File: config.mk
export PLATFORM = sky130hd
export DESIGN_NAME = bmp24_stream_to_framebuffer_top
export DESIGN_NICKNAME = d
export VERILOG_FILES = /design/src/sv/bmp24_pkg.sv /design/src/sv/bmp24_stream_to_framebuffer_top.sv /design/src/sv/bmp24_parse.sv /design/src/sv/bmp24_outq.sv
export SDC_FILE = /design/constraint.sdc
export NUM_CORES = 2
export LEC_CHECK = 0
export BUFFER_PORTS_ARGS = -buffer_cell sky130_fd_sc_hd__buf_4
export CAP_MARGIN = 20
export CORE_MARGIN = 2
export CORE_UTILIZATION = 29
export CTS_BUF_LIST = sky130_fd_sc_hd__clkbuf_2 sky130_fd_sc_hd__clkbuf_4 sky130_fd_sc_hd__clkbuf_8
export DETAILED_ROUTE_END_ITERATION = 8
export PLACE_DENSITY = 0.53
export SLEW_MARGIN = 15
export SYNTH_ARGS = -nofsm -noshare
export SYNTH_HDL_FRONTEND = slang
export SYNTH_SLANG_ARGS = --single-unit
File: constraint.sdc
create_clock -name clk -period 5.2 [get_ports clk]
set_input_delay 0 -clock clk [delete_from_list [all_inputs] [get_ports clk]]
set_output_delay 0 -clock clk [all_outputs]
set_load 0.02 [all_outputs]
File: src/sv/bmp24_pkg.sv
// Shared constants and types for the 24-bit BMP to framebuffer decoder.
package bmp24_pkg;

  localparam int MAX_IMAGE_DIM = 4096;
  localparam int HEADER_BYTES  = 54;
  localparam int DIM_W         = $clog2(MAX_IMAGE_DIM) + 1;

  localparam logic [15:0] BMP_MAGIC = 16'h4D42;
  localparam logic [15:0] BMP_BPP24 = 16'd24;

  localparam logic [1:0] KIND_PIX    = 2'd0;
  localparam logic [1:0] KIND_BADFMT = 2'd1;
  localparam logic [1:0] KIND_DONE   = 2'd2;

  localparam logic [2:0] REG_ORIGIN_X  = 3'd0;
  localparam logic [2:0] REG_ORIGIN_Y  = 3'd1;
  localparam logic [2:0] REG_SCREEN_W  = 3'd2;
  localparam logic [2:0] REG_SCREEN_H  = 3'd3;
  localparam logic [2:0] REG_BPP       = 3'd4;
  localparam logic [2:0] REG_STRIDE    = 3'd5;

  localparam int Q_DEPTH = 4;
  localparam int Q_AW    = $clog2(Q_DEPTH);
  localparam int Q_CW    = Q_AW + 1;

  // parser output, one per accepted byte
  typedef struct packed {
    logic             vld;
    logic             pix;
    logic             stat;
    logic [1:0]       kind;
    logic [DIM_W-1:0] fx;
    logic [DIM_W-1:0] fy;
    logic [23:0]      word;
  } bmp24_ev_t;

  // after clipping and the two address products
  typedef struct packed {
    logic        vld;
    logic        pix;
    logic        stat;
    logic [1:0]  kind;
    logic [27:0] prod_y;
    logic [16:0] prod_x;
    logic [23:0] word;
  } bmp24_mul_t;

  // queue entry: optional pixel write, then optional status
  typedef struct packed {
    logic        pix;
    logic        stat;
    logic [1:0]  kind;
    logic [27:0] addr;
    logic [23:0] word;
  } bmp24_res_t;

endpackage

File: src/sv/bmp24_stream_to_framebuffer_top.sv
// Top level of the 24-bit bottom-up BMP stream to framebuffer write decoder.
//
//  port group  | dir | payload
//  in_*        | in  | tdata[7:0] file_byte, tuser[0] file_start
//  out_*       | out | tdata[27:0] write_address, [51:28] pixel_word; tuser kind; tlast
//  cfg_*       | in  | index 0..5 origin_x, origin_y, screen_w, screen_h, bpp, stride
//
//  One byte request per cycle while in_tready is high; a result passes the parse
//  register, the multiply register and the queue. A byte giving a pixel write and
//  completion sends the write, then the completion. in_tready drops only when the
//  4-entry result queue plus in-flight stages could overflow. Reset is synchronous.
module bmp24_stream_to_framebuffer_top (
  input  logic        clk,
  input  logic        rst_n,
  input  logic        in_tvalid,
  output logic        in_tready,
  input  logic [7:0]  in_tdata,   // file_byte
  input  logic [0:0]  in_tuser,   // file_start
  output logic        out_tvalid,
  input  logic        out_tready,
  output logic [55:0] out_tdata,  // write_address[27:0], pixel_word[51:28], zero
  output logic [1:0]  out_tuser,  // kind
  output logic        out_tlast,
  input  logic        cfg_we,
  input  logic [2:0]  cfg_index,
  input  logic [15:0] cfg_wdata
);
  import bmp24_pkg::*;

  logic [11:0] origin_x_r;
  logic [11:0] origin_y_r;
  logic [12:0] screen_w_r;
  logic [12:0] screen_h_r;
  logic [3:0]  bpp_r;
  logic [15:0] stride_r;

  logic            acc;
  bmp24_ev_t       ev;
  bmp24_mul_t      s2_r, s2_nxt;
  bmp24_res_t      push_ent;
  logic            push;
  logic [Q_CW-1:0] q_level;
  logic [Q_CW:0]   committed;
  logic [28:0]     prod_y_full;
  logic [27:0]     addr_sum;

  always_ff @(posedge clk) begin
    if (!rst_n) begin
      origin_x_r <= '0;
      origin_y_r <= '0;
      screen_w_r <= 13'd1024;
      screen_h_r <= 13'd768;
      bpp_r      <= 4'd4;
      stride_r   <= 16'd4096;
    end else if (cfg_we) begin
      unique case (cfg_index)
        REG_ORIGIN_X: origin_x_r <= cfg_wdata[11:0];
        REG_ORIGIN_Y: origin_y_r <= cfg_wdata[11:0];
        REG_SCREEN_W: screen_w_r <= cfg_wdata[12:0];
        REG_SCREEN_H: screen_h_r <= cfg_wdata[12:0];
        REG_BPP:      bpp_r      <= cfg_wdata[3:0];
        REG_STRIDE:   stride_r   <= cfg_wdata;
        default: begin
        end
      endcase
    end
  end

  // every byte in flight can take at most one queue entry
  assign committed = (Q_CW + 1)'(q_level) + (Q_CW + 1)'(ev.vld) + (Q_CW + 1)'(s2_r.vld);
  assign in_tready = committed < (Q_CW + 1)'(Q_DEPTH);
  assign acc       = in_tvalid && in_tready;

  bmp24_parse u_parse (
    .clk        (clk),
    .rst_n      (rst_n),
    .acc        (acc),
    .file_byte  (in_tdata),
    .file_start (in_tuser[0]),
    .origin_x   (origin_x_r),
    .origin_y   (origin_y_r),
    .ev         (ev)
  );

  always_comb begin
    prod_y_full   = ev.fy * stride_r;
    s2_nxt        = '0;
    s2_nxt.vld    = ev.vld;
    s2_nxt.pix    = ev.pix && (ev.fx < screen_w_r) && (ev.fy < screen_h_r);
    s2_nxt.stat   = ev.stat;
    s2_nxt.kind   = ev.kind;
    s2_nxt.prod_y = prod_y_full[27:0];
    s2_nxt.prod_x = ev.fx * bpp_r;
    s2_nxt.word   = ev.word;
  end

  always_ff @(posedge clk) begin
    if (!rst_n) begin
      s2_r <= '0;
    end else begin
      s2_r <= s2_nxt;
    end
  end

  assign addr_sum      = s2_r.prod_y + 28'(s2_r.prod_x);
  assign push          = s2_r.vld && (s2_r.pix || s2_r.stat);
  assign push_ent.pix  = s2_r.pix;
  assign push_ent.stat = s2_r.stat;
  assign push_ent.kind = s2_r.kind;
  assign push_ent.addr = s2_r.pix ? addr_sum : 28'd0;
  assign push_ent.word = s2_r.pix ? s2_r.word : 24'd0;

  bmp24_outq u_outq (
    .clk        (clk),
    .rst_n      (rst_n),
    .push       (push),
    .push_ent   (push_ent),
    .level      (q_level),
    .out_tvalid (out_tvalid),
    .out_tready (out_tready),
    .out_tdata  (out_tdata),
    .out_tuser  (out_tuser),
    .out_tlast  (out_tlast)
  );

  a_no_overflow: assert property (@(posedge clk) disable iff (!rst_n)
    committed <= (Q_CW + 1)'(Q_DEPTH))
    else $error("result queue over-committed");

  a_status_last: assert property (@(posedge clk) disable iff (!rst_n)
    out_tvalid && out_tuser != KIND_PIX |-> out_tlast && out_tdata == 56'd0)
    else $error("status result not last or carries data");

  a_push_room: assert property (@(posedge clk) disable iff (!rst_n)
    push |-> q_level < Q_CW'(Q_DEPTH) || (out_tvalid && out_tready && out_tlast))
    else $error("push into full result queue");

  a_pix_then_more: assert property (@(posedge clk) disable iff (!rst_n)
    out_tvalid && out_tready && !out_tlast |=> out_tvalid && out_tuser == KIND_DONE)
    else $error("pixel write not followed by completion");

endmodule

File: src/sv/bmp24_parse.sv
// Byte-level BMP header/pixel parser producing one registered event per byte.
module bmp24_parse (
  input  logic                      clk,
  input  logic                      rst_n,
  input  logic                      acc,
  input  logic [7:0]                file_byte,
  input  logic                      file_start,
  input  logic [11:0]               origin_x,
  input  logic [11:0]               origin_y,
  output bmp24_pkg::bmp24_ev_t      ev
);
  import bmp24_pkg::*;

  localparam logic [2:0] PH_HEADER = 3'd0;
  localparam logic [2:0] PH_SKIP   = 3'd1;
  localparam logic [2:0] PH_PIXEL  = 3'd2;
  localparam logic [2:0] PH_PAD    = 3'd3;
  localparam logic [2:0] PH_IDLE   = 3'd4;

  logic [2:0]       phase_r, phase_nxt;
  logic [31:0]      pos_r, pos_nxt;
  logic [15:0]      magic_r, magic_nxt;
  logic [15:0]      bitcnt_r, bitcnt_nxt;
  logic [31:0]      offset_r, offset_nxt;
  logic [31:0]      width_r, width_nxt;
  logic [31:0]      height_r, height_nxt;
  logic [DIM_W-1:0] col_r, col_nxt;
  logic [DIM_W-1:0] row_r, row_nxt;
  logic [1:0]       bip_r, bip_nxt;
  logic [15:0]      hold_r, hold_nxt;
  logic [1:0]       pad_r, pad_nxt;
  bmp24_ev_t        ev_r, ev_nxt;

  function automatic logic nonpos(input logic [31:0] v);
    return (v == 32'd0) || v[31];
  endfunction

  always_comb begin
    logic [2:0]       c_phase;
    logic [31:0]      c_pos;
    logic [15:0]      c_magic;
    logic [15:0]      c_bitcnt;
    logic [31:0]      c_offset;
    logic [31:0]      c_width;
    logic [31:0]      c_height;
    logic [DIM_W-1:0] c_col;
    logic [DIM_W-1:0] c_row;
    logic [1:0]       c_bip;
    logic [15:0]      c_hold;
    logic [1:0]       c_pad;
    logic [5:0]       p;
    logic [5:0]       rel;
    logic [31:0]      pos_inc;
    logic [DIM_W-1:0] col_inc;
    logic [DIM_W-1:0] row_inc;
    logic [DIM_W-1:0] h_dim;
    logic [DIM_W-1:0] w_dim;
    logic             wbig;
    logic             hbig;
    // file_start restarts the parse before this byte is looked at
    c_phase  = file_start ? PH_HEADER : phase_r;
    c_pos    = file_start ? '0 : pos_r;
    c_magic  = file_start ? '0 : magic_r;
    c_bitcnt = file_start ? '0 : bitcnt_r;
    c_offset = file_start ? '0 : offset_r;
    c_width  = file_start ? '0 : width_r;
    c_height = file_start ? '0 : height_r;
    c_col    = file_start ? '0 : col_r;
    c_row    = file_start ? '0 : row_r;
    c_bip    = file_start ? '0 : bip_r;
    c_hold   = file_start ? '0 : hold_r;
    c_pad    = file_start ? '0 : pad_r;

    phase_nxt  = c_phase;
    pos_nxt    = c_pos;
    magic_nxt  = c_magic;
    bitcnt_nxt = c_bitcnt;
    offset_nxt = c_offset;
    width_nxt  = c_width;
    height_nxt = c_height;
    col_nxt    = c_col;
    row_nxt    = c_row;
    bip_nxt    = c_bip;
    hold_nxt   = c_hold;
    pad_nxt    = c_pad;

    // header position stays below 54
    p       = c_pos[5:0];
    rel     = '0;
    pos_inc = c_pos + 32'd1;
    col_inc = c_col + DIM_W'(1);
    row_inc = c_row + DIM_W'(1);
    h_dim   = c_height[DIM_W-1:0];
    w_dim   = c_width[DIM_W-1:0];
    wbig    = !c_width[31] && (c_width > 32'(MAX_IMAGE_DIM));
    hbig    = !c_height[31] && (c_height > 32'(MAX_IMAGE_DIM));

    ev_nxt      = '0;
    ev_nxt.vld  = acc;
    ev_nxt.fx   = DIM_W'(origin_x) + c_col;
    ev_nxt.fy   = DIM_W'(origin_y) + (h_dim - DIM_W'(1) - c_row);
    ev_nxt.word = {file_byte, c_hold};

    unique case (c_phase)
      PH_HEADER: begin
        pos_nxt = pos_inc;
        if (p < 6'd2) begin
          magic_nxt[{p[0], 3'b000} +: 8] = c_magic[{p[0], 3'b000} +: 8] | file_byte;
        end else if (p >= 6'd10 && p < 6'd14) begin
          rel = p - 6'd10;
          offset_nxt[{rel[1:0], 3'b000} +: 8] = c_offset[{rel[1:0], 3'b000} +: 8] | file_byte;
        end else if (p >= 6'd18 && p < 6'd22) begin
          rel = p - 6'd18;
          width_nxt[{rel[1:0], 3'b000} +: 8] = c_width[{rel[1:0], 3'b000} +: 8] | file_byte;
        end else if (p >= 6'd22 && p < 6'd26) begin
          rel = p - 6'd22;
          height_nxt[{rel[1:0], 3'b000} +: 8] = c_height[{rel[1:0], 3'b000} +: 8] | file_byte;
        end else if (p >= 6'd28 && p < 6'd30) begin
          bitcnt_nxt[{p[0], 3'b000} +: 8] = c_bitcnt[{p[0], 3'b000} +: 8] | file_byte;
        end
        if (c_pos == 32'(HEADER_BYTES - 1)) begin
          if (c_magic != BMP_MAGIC || c_bitcnt != BMP_BPP24 || wbig || hbig) begin
            ev_nxt.stat = 1'b1;
            ev_nxt.kind = KIND_BADFMT;
            phase_nxt   = PH_IDLE;
          end else if (nonpos(c_width) || nonpos(c_height)) begin
            ev_nxt.stat = 1'b1;
            ev_nxt.kind = KIND_DONE;
            phase_nxt   = PH_IDLE;
          end else if (c_offset > 32'(HEADER_BYTES)) begin
            phase_nxt = PH_SKIP;
          end else begin
            phase_nxt = PH_PIXEL;
          end
        end
      end
      PH_SKIP: begin
        pos_nxt = pos_inc;
        if (pos_inc >= c_offset) begin
          phase_nxt = PH_PIXEL;
        end
      end
      PH_PIXEL: begin
        if (c_bip == 2'd0) begin
          hold_nxt = {8'h00, file_byte};
          bip_nxt  = 2'd1;
        end else if (c_bip == 2'd1) begin
          hold_nxt[15:8] = file_byte;
          bip_nxt        = 2'd2;
        end else begin
          bip_nxt    = 2'd0;
          ev_nxt.pix = 1'b1;
          if (col_inc >= w_dim) begin
            col_nxt = '0;
            row_nxt = row_inc;
            if (row_inc >= h_dim) begin
              ev_nxt.stat = 1'b1;
              ev_nxt.kind = KIND_DONE;
              phase_nxt   = PH_IDLE;
            end else begin
              pad_nxt = c_width[1:0];
              if (c_width[1:0] != 2'd0) begin
                phase_nxt = PH_PAD;
              end
            end
          end else begin
            col_nxt = col_inc;
          end
        end
      end
      PH_PAD: begin
        pad_nxt = c_pad - 2'd1;
        if (c_pad == 2'd1) begin
          phase_nxt = PH_PIXEL;
        end
      end
      default: begin
      end
    endcase
  end

  always_ff @(posedge clk) begin
    if (!rst_n) begin
      phase_r  <= PH_HEADER;
      pos_r    <= '0;
      magic_r  <= '0;
      bitcnt_r <= '0;
      offset_r <= '0;
      width_r  <= '0;
      height_r <= '0;
      col_r    <= '0;
      row_r    <= '0;
      bip_r    <= '0;
      hold_r   <= '0;
      pad_r    <= '0;
      ev_r     <= '0;
    end else begin
      ev_r <= ev_nxt;
      if (acc) begin
        phase_r  <= phase_nxt;
        pos_r    <= pos_nxt;
        magic_r  <= magic_nxt;
        bitcnt_r <= bitcnt_nxt;
        offset_r <= offset_nxt;
        width_r  <= width_nxt;
        height_r <= height_nxt;
        col_r    <= col_nxt;
        row_r    <= row_nxt;
        bip_r    <= bip_nxt;
        hold_r   <= hold_nxt;
        pad_r    <= pad_nxt;
      end
    end
  end

  assign ev = ev_r;

endmodule

File: src/sv/bmp24_outq.sv
// Result queue: each entry sends an optional pixel write then an optional status.
module bmp24_outq (
  input  logic                       clk,
  input  logic                       rst_n,
  input  logic                       push,
  input  bmp24_pkg::bmp24_res_t      push_ent,
  output logic [bmp24_pkg::Q_CW-1:0] level,
  output logic                       out_tvalid,
  input  logic                       out_tready,
  output logic [55:0]                out_tdata,
  output logic [1:0]                 out_tuser,
  output logic                       out_tlast
);
  import bmp24_pkg::*;

  bmp24_res_t      mem_r [Q_DEPTH];
  logic [Q_AW-1:0] wr_ptr_r;
  logic [Q_AW-1:0] rd_ptr_r;
  logic [Q_CW-1:0] cnt_r;
  logic            sent_pix_r;
  bmp24_res_t      head;
  logic            send_pix;
  logic            hs;
  logic            pop;

  assign head     = mem_r[rd_ptr_r];
  assign send_pix = head.pix && !sent_pix_r;

  assign out_tvalid = (cnt_r != '0);
  assign out_tlast  = !(send_pix && head.stat);
  assign out_tuser  = send_pix ? KIND_PIX : head.kind;
  assign out_tdata  = send_pix ? {4'b0000, head.word, head.addr} : 56'd0;

  assign hs  = out_tvalid && out_tready;
  assign pop = hs && out_tlast;

  always_ff @(posedge clk) begin
    if (push) begin
      mem_r[wr_ptr_r] <= push_ent;
    end
  end

  always_ff @(posedge clk) begin
    if (!rst_n) begin
      wr_ptr_r   <= '0;
      rd_ptr_r   <= '0;
      cnt_r      <= '0;
      sent_pix_r <= 1'b0;
    end else begin
      if (push) begin
        wr_ptr_r <= wr_ptr_r + Q_AW'(1);
      end
      if (pop) begin
        rd_ptr_r   <= rd_ptr_r + Q_AW'(1);
        sent_pix_r <= 1'b0;
      end else if (hs) begin
        sent_pix_r <= 1'b1;
      end
      cnt_r <= cnt_r + Q_CW'(push) - Q_CW'(pop);
    end
  end

  assign level = cnt_r;

endmodule

### Word-level counts from Yosys, hierarchy flattened

Memory sizes are Yosys's and may differ from the RTL's. A register that Yosys moved wholly into a read port is not among the register bits.
Index checks and enable logic that the tools add are counted.

| cells by class | value |
|---|---|
| $add $sub $neg | 22 |
| $mul | 2 |
| order comparisons | 18 |
| equality and inequality tests | 13 |
| shifts and indexed selects | 14 |
| multiplexer cells | 86 |
| bitwise gates (word level) | 7 |
| reductions and logical operators | 41 |

Operators by type and width:

| cell | number |
|---|---|
| 2-to-1 mux 32 bit | 17 |
| 2-to-1 mux 16 bit | 12 |
| 2-to-1 mux 13 bit | 10 |
| bitwise mux 32 bit | 3 |
| variable shift 8 x 7 -> 32 bit (first input constant) | 3 |
| variable part select 32 x 6 -> 8 bit | 3 |
| variable part select 8 x 7 -> 32 bit | 3 |
| greater-than comparator 32 x 13 -> 1 bit (second input constant) | 2 |
| zero test 32 bit | 2 |
| 2-to-1 mux 52 bit | 1 |
| 2-to-1 mux 3 bit | 17 |
| bitwise OR 8 bit | 5 |
| adder 32 x 1 -> 32 bit (second input constant) | 1 |
| bitwise mux 16 bit | 2 |
| == test 32 x 6 -> 1 bit (second input constant) | 1 |
| greater-or-equal comparator 32 bit | 1 |
| greater-than comparator 32 x 6 -> 1 bit (second input constant) | 1 |
| variable part select 16 x 5 -> 8 bit | 2 |
| variable part select 8 x 6 -> 16 bit | 2 |
| adder 28 x 17 -> 28 bit | 1 |
| multiplier 13 x 16 -> 28 bit | 1 |
| 2-to-1 mux 28 bit | 1 |
| adder 12 x 13 -> 13 bit | 2 |
| adder 13 x 1 -> 13 bit (second input constant) | 2 |
| other kinds (46) | 108 |

| word-level totals | value |
|---|---|
| bits in registers | 416 |
| RAM bits | 224 |
| bits of input ports | 33 |
| word-level logic and storage cells | 240 |
| memories | 1 |

Memories:

| memory | depth | bits a word | read ports | clocked after Yosys merged registers in | wr ports | line | source |
|---|---|---|---|---|---|---|---|
| u_outq.mem_r | 4 | 56 | 1 | 1 | 1 | bmp24_outq.sv:16 | `bmp24_res_t mem_r [Q_DEPTH];` |

### Longest topological paths before layout

| depth | value |
|---|---|
| depth in word-level cells | 11 |
| depth in mapped cells | 25 |
| depth with buffers taken out | 20 |

### Cells and area by module

From an unflattened synthesis, not the netlist that was laid out.

| unflattened totals | value |
|---|---|
| cells, all modules | 4082 |
| area, all modules | 39238.9 um2 |

Modules (own cells, without submodules):

| module | instances | cells an instance | area an instance (um2) |
|---|---|---|---|
| bmp24_parse | 1 | 1893 | 15587.4 |
| bmp24_stream_to_framebuffer_top | 1 | 1773 | 14655.3 |
| bmp24_outq | 1 | 416 | 8996.1 |

### Worst setup path after synthesis

OpenSTA, ideal clock, no wires.

| timing path | value |
|---|---|
| path kind | register -> register |
| start point | register u_parse.ev_r, in the netlist u_parse.ev[36] |
| end point | register s2_r[66] (netlist bit) |
| setup time | 0.132 ns |
| data arrival time | 5.124 ns |
| data required time | 5.068 ns |
| slack | -0.057 ns |
| cell stages (with the launch flop) | 19 |
| clock period less this slack | 5.257 ns |
| path through | dfxtp_1 > clkbuf_1 > nand2_1 > fa_1 > fa_1 > inv_1 > fa_1 > fa_1 > inv_1 > fa_1 > inv_1 > ha_1 > a21oi_1 > o21ai_0 > a31o_2 > a41o_1 > a21oi_1 > o211a_1 > o211ai_1 |

| between the ends | value |
|---|---|
| cells in the longest elaborated chain, start to end | 1 |

Ends and longest elaborated chain:

| item | line | source |
|---|---|---|
| start, declared | bmp24_parse.sv:32 | `bmp24_ev_t ev_r, ev_nxt;` |
| start signal, assigned | bmp24_parse.sv:198 | `ev_r <= ev_nxt;` |
| multiplier 13 x 16 -> 28 bit | bmp24_stream_to_framebuffer_top.sv:86 | `prod_y_full = ev.fy * stride_r;` |
| end signal, assigned | bmp24_stream_to_framebuffer_top.sv:101 | `s2_r <= s2_nxt;` |
| end, declared | bmp24_stream_to_framebuffer_top.sv:39 | `bmp24_mul_t s2_r, s2_nxt;` |

Every way passes these cells.
A chain may end at the register's enable or synchronous reset.

### Worst setup path in the final report

| timing path | value |
|---|---|
| start point | register u_parse.ev_r, in the netlist u_parse.ev[27] |
| end point | register s2_r[66] (netlist bit) |

The elaborated chain is that of the path after synthesis.

==> results <==
- The analysis attributes to cell leakage a power of approximately 18 nW.
- The setup TNS is 0 ns.
- The count of pins over their slew limit is 0.
- At the end of routability-driven placement, the weighted congestion stood at ~0.85.
- The final routed wirelength across all metal layers is approximately 110,000 microns.
- Measured against its own limit, the worst slew margin works out to 0.3955.
- The core region area is between 0.1 and 0.15 sq mm.
- The maximum vdd drop is 0.1836 mV.
- Before CTS, the worst setup slack after placement is -0.3103 ns.
- The power density normalized to cell area is between 200 and 300 mW/mm^2.
- The min-delay analysis places its worst path in the category input port to flip-flop.
- The flow ran to the end, and the final reports show no timing, DRC or antenna violations.
- The critical path contains buffers and inverters numbering 5 combined.
- The most common library cell in the layout ignoring fill and taps is nand2_1.
- Of the available clock period, the critical path in the final layout requires 0.9833.
- The tree is rooted in a clkbuf_8.
- By instance count, the cell type seen most on the critical path is fa_1.
- Yosys printed 0 warnings.
- After synthesis, the share of cell area in mux cells is 0.05012.
- The synthesized-area fraction occupied by ao, oa, aoi and oai cells came to 0.1168.
- A synthesized cell averages approximately 9.6 sq um.
- The final routed wire length divided by cell count is 17.53 microns.
- The proportion of synthesized chip area in sequential cells is 0.3896.
- Measured along the x axis, the die boundary spans about 370 microns.
- The clock insertion delay at the later pin of the skew report is approximately 0.86 ns.
- The stage delay of the slowest cell on the critical path is 0.53 ns.
- For this block, the initial DRC count from the detailed router was about 1,900.
- The global-route wire length before repair is 169,400 microns.
- Once layout is complete, the utilization of the core stands at 0.3432.
- For the pin with the worst max-slew slack, the measured transition is about 0.90 ns.
- For this run, the leading register cell type out of synthesis is dfxtp_1.
- The fraction of the mapped netlist area in adder cells is 0.1733.
- The initial antenna violation count is 4.
- Detailed placement ended at an HPWL of ~76,000 microns.
- In the layout the commonest cells are nand2_1, dfxtp_1, nor2_1, inv_1, edfxtp_1.
- Of the total synthesized cell area, the portion taken by AND, OR, NAND and NOR gates is 0.1898.
- The data required time of the worst path is just under 6 ns.
- The routed via count is 29,510.
- From bottom edge to top edge, the die measures between 300 and 400 microns.
- On the critical path the largest part of the delay comes from adder cells.
- The tool flagged a number of max-cap violations equal to 0.
- The boundary pin count is 94.
- The maximum buffer depth of the clock tree is 3.
- The floorplan has approximately 130 rows.
- Counting flops with a built-in enable in the synthesized netlist gives between 200 and 250.
- The worst endpoint data arrival time is about 5.8 ns.
- The clock net sink count is between 600 and 700.
- Once routing completed, OpenROAD measured the worst setup slack at approximately 0.087 ns.
- The hold slack is between 0.1 and 0.15 ns.
- The H-tree generated during clock tree synthesis spans 3 levels.
- The final global-route overflow total is 0.
- The number of global-route vias before repair is 29,900.
- The post-route minimum period is between 5 and 6 ns.
- The quantity of I/O buffers inserted on ports is 89.
- The effective utilization at floorplan is 0.2914.
- By area, the combinational part of the netlist is dominated by simple AND/OR/NAND/NOR gates.
- Setup violations remaining at the end of the flow were counted as 0.
- The remaining design rule violation count is 0.
- The routed length on met3 is approximately 4400 microns.
- The total count of hold-check failures in the final report is 0.
- The clock transition at the register clock pins on the worst setup and hold paths after CTS is about 0.06 ns.
- The share of cells above drive strength 1 is 0.1485.
- The share of synthesized registers carrying an async set or reset is 0.
- The slowest stage of the critical path belongs to the cell fa_1.
- The worst setup path is launched from a flip-flop.
- Of the total synthesized cell area, the portion taken by XOR and XNOR cells is 0.02735.
- The total met2 wirelength after detailed routing is 52,260 microns.
- The met1 wire length is ~47,000 microns.
- The first detailed-routing pass ran for 5 iterations.
- The total CTS buffers is 110.
- STA classifies the critical path endpoint as a flip-flop.
- The number of library cell types mapped by synthesis is 82.
- Along the worst path, the maximum fanout reaches 7.
- The signal on the critical path passes through and2_4 -> fa_1 -> inv_1 -> fa_1 -> inv_1 -> fa_1 -> inv_2 -> fa_1 -> fa_1 -> inv_1 -> ha_4 -> buf_4 -> nand3_1 -> o211ai_1 -> a31o_2 -> a41o_1 -> a21oi_4 -> o211a_1 -> nand2_1 -> o211ai_1.
- The antenna violation net count after detailed routing is 0.
- The critical path in this run is classified as flip-flop to flip-flop.
- The die area is 0.1365 sq mm.
- The uppermost layer routed is met5.
- Entering global routing, the biggest net connects about 130 pins.
- Setup repair after global routing could not meet its margin everywhere.
- The setup clock skew after layout is 0.08784 ns.
- For this run, the top clock speed supported by timing is 195.6 MHz.
- The post-synthesis register bit count is 642.
- TritonCTS built the clock tree.
- The gate count after technology mapping is around 4,000.
- The global router's overall resource usage is 0.1560.
- The final net count is roughly 4,700.
- The area of the mapped netlist is 0.03875 sq mm.
- The vias per cell is approximately 4.8.
- Relative to the synthesized area, the layout overhead comes to 17.76%.
-- metal layers --
layer	vias to the layer above	GRT usage
li1	14340	-
met1	14350	0.1947
met2	624	0.2697
met3	195	0.02262
met4	2	0.06146
met5	-	0
-- final cells by class --
cell class	count	area, sq um
fillers	13510	87330
multi-input cells	2874	21980
flip-flops and latches	642	15160
repair buffers	313	2629
well taps	1768	2212
clock buffers	175	2127
inverters	315	1192
clock inverters	32	327.8
diodes	1	2.502
-- sequential cells by signal, summed over array words and instances, names as in the netlist, 32 cells and up, named ones only --
register          cells
u_parse.height_r     32
u_outq.mem_r        224
u_parse.pos_r        32
u_parse.ev           55
u_parse.offset_r     32
s2_r                 70
u_parse.width_r      32
-- cell families (layout without fill, tap and decap cells) --
kind of cell,Yosys count,in the layout
other,1,5
AND/OR/NAND/NOR,1518,1518
flip-flops,642,642
adder cells (fa/ha/maj),422,422
multiplexers,103,103
XOR/XNOR,121,121
buffers and inverters,531,835
AO/OA/AOI/OAI,706,706
-- worst reg2reg max path: cells and delay by family (launching register included) --
| kind | cells | cell delay [ns] |
|---|---|---|
| AOI/OAI and AO/OA | 6 | 1.13 |
| adders and majority gates | 6 | 2.78 |
| buffers and inverters | 5 | 0.34 |
| DFF | 1 | 0.36 |
| and+or+nand+nor | 3 | 0.30 |
-- timing repair --
action,in CTS,in global routing
resized for setup,46,80
endpoints found under the hold margin,275,0
pin swaps,21,76
buffers inserted,7,8
endpoints found under the setup margin,12,12
hold buffers,72,0
-- final timing paths --
path | start | slack, ns | to | depth (start not counted)
min | in_tdata[5] | 0.14 | u_parse.ev[21] | 3
max reg2reg | u_parse.ev[27] | 0.09 | s2_r[66] | 20
max | u_parse.ev[27] | 0.09 | s2_r[66] | 20
min reg2reg | u_parse.ev[5] | 0.42 | s2_r[5] | 1
-- through the flow --
stage	area, sq um	total power, mW	std cells
2_1_floorplan	38760	6.058	4047
3_3_place_gp	41850	6.464	5823
3_5_place_dp	41860	6.467	5824
4_1_cts	45240	11.56	6110
5_1_grt	45630	11.95	6120
6_report	45630	11.45	6120
-- cells in the mapped netlist, types with 27 or more instances --
cell	instances	area (sq um)
nand3_1	73	365.4
nand2_1	496	1862
and3_1	39	244.0
dfxtp_1	418	8368
xnor2_1	79	691.9
a21o_1	48	360.4
ha_1	231	2890
xor2_1	42	367.9
nand4_1	27	168.9
nor3_1	48	240.2
inv_1	313	1175
edfxtp_1	224	6726
mux4_2	72	1622
nor2b_1	107	669.4
nor4_1	36	225.2
and2_1	228	1426
o21ai_0	122	610.6
fa_1	191	3824
clkbuf_1	158	593.1
a21oi_1	227	1136
buf_1	35	131.4
a22oi_1	135	1013
nor2_1	362	1359
-- where the power goes --
part / switching (mW) / internal [mW]
Sequential: 0.0713 / 5.23
Clock: 2.24 / 2.74
Combinational: 0.704 / 0.460
No activity file was read; power rests on OpenSTA's default activity.
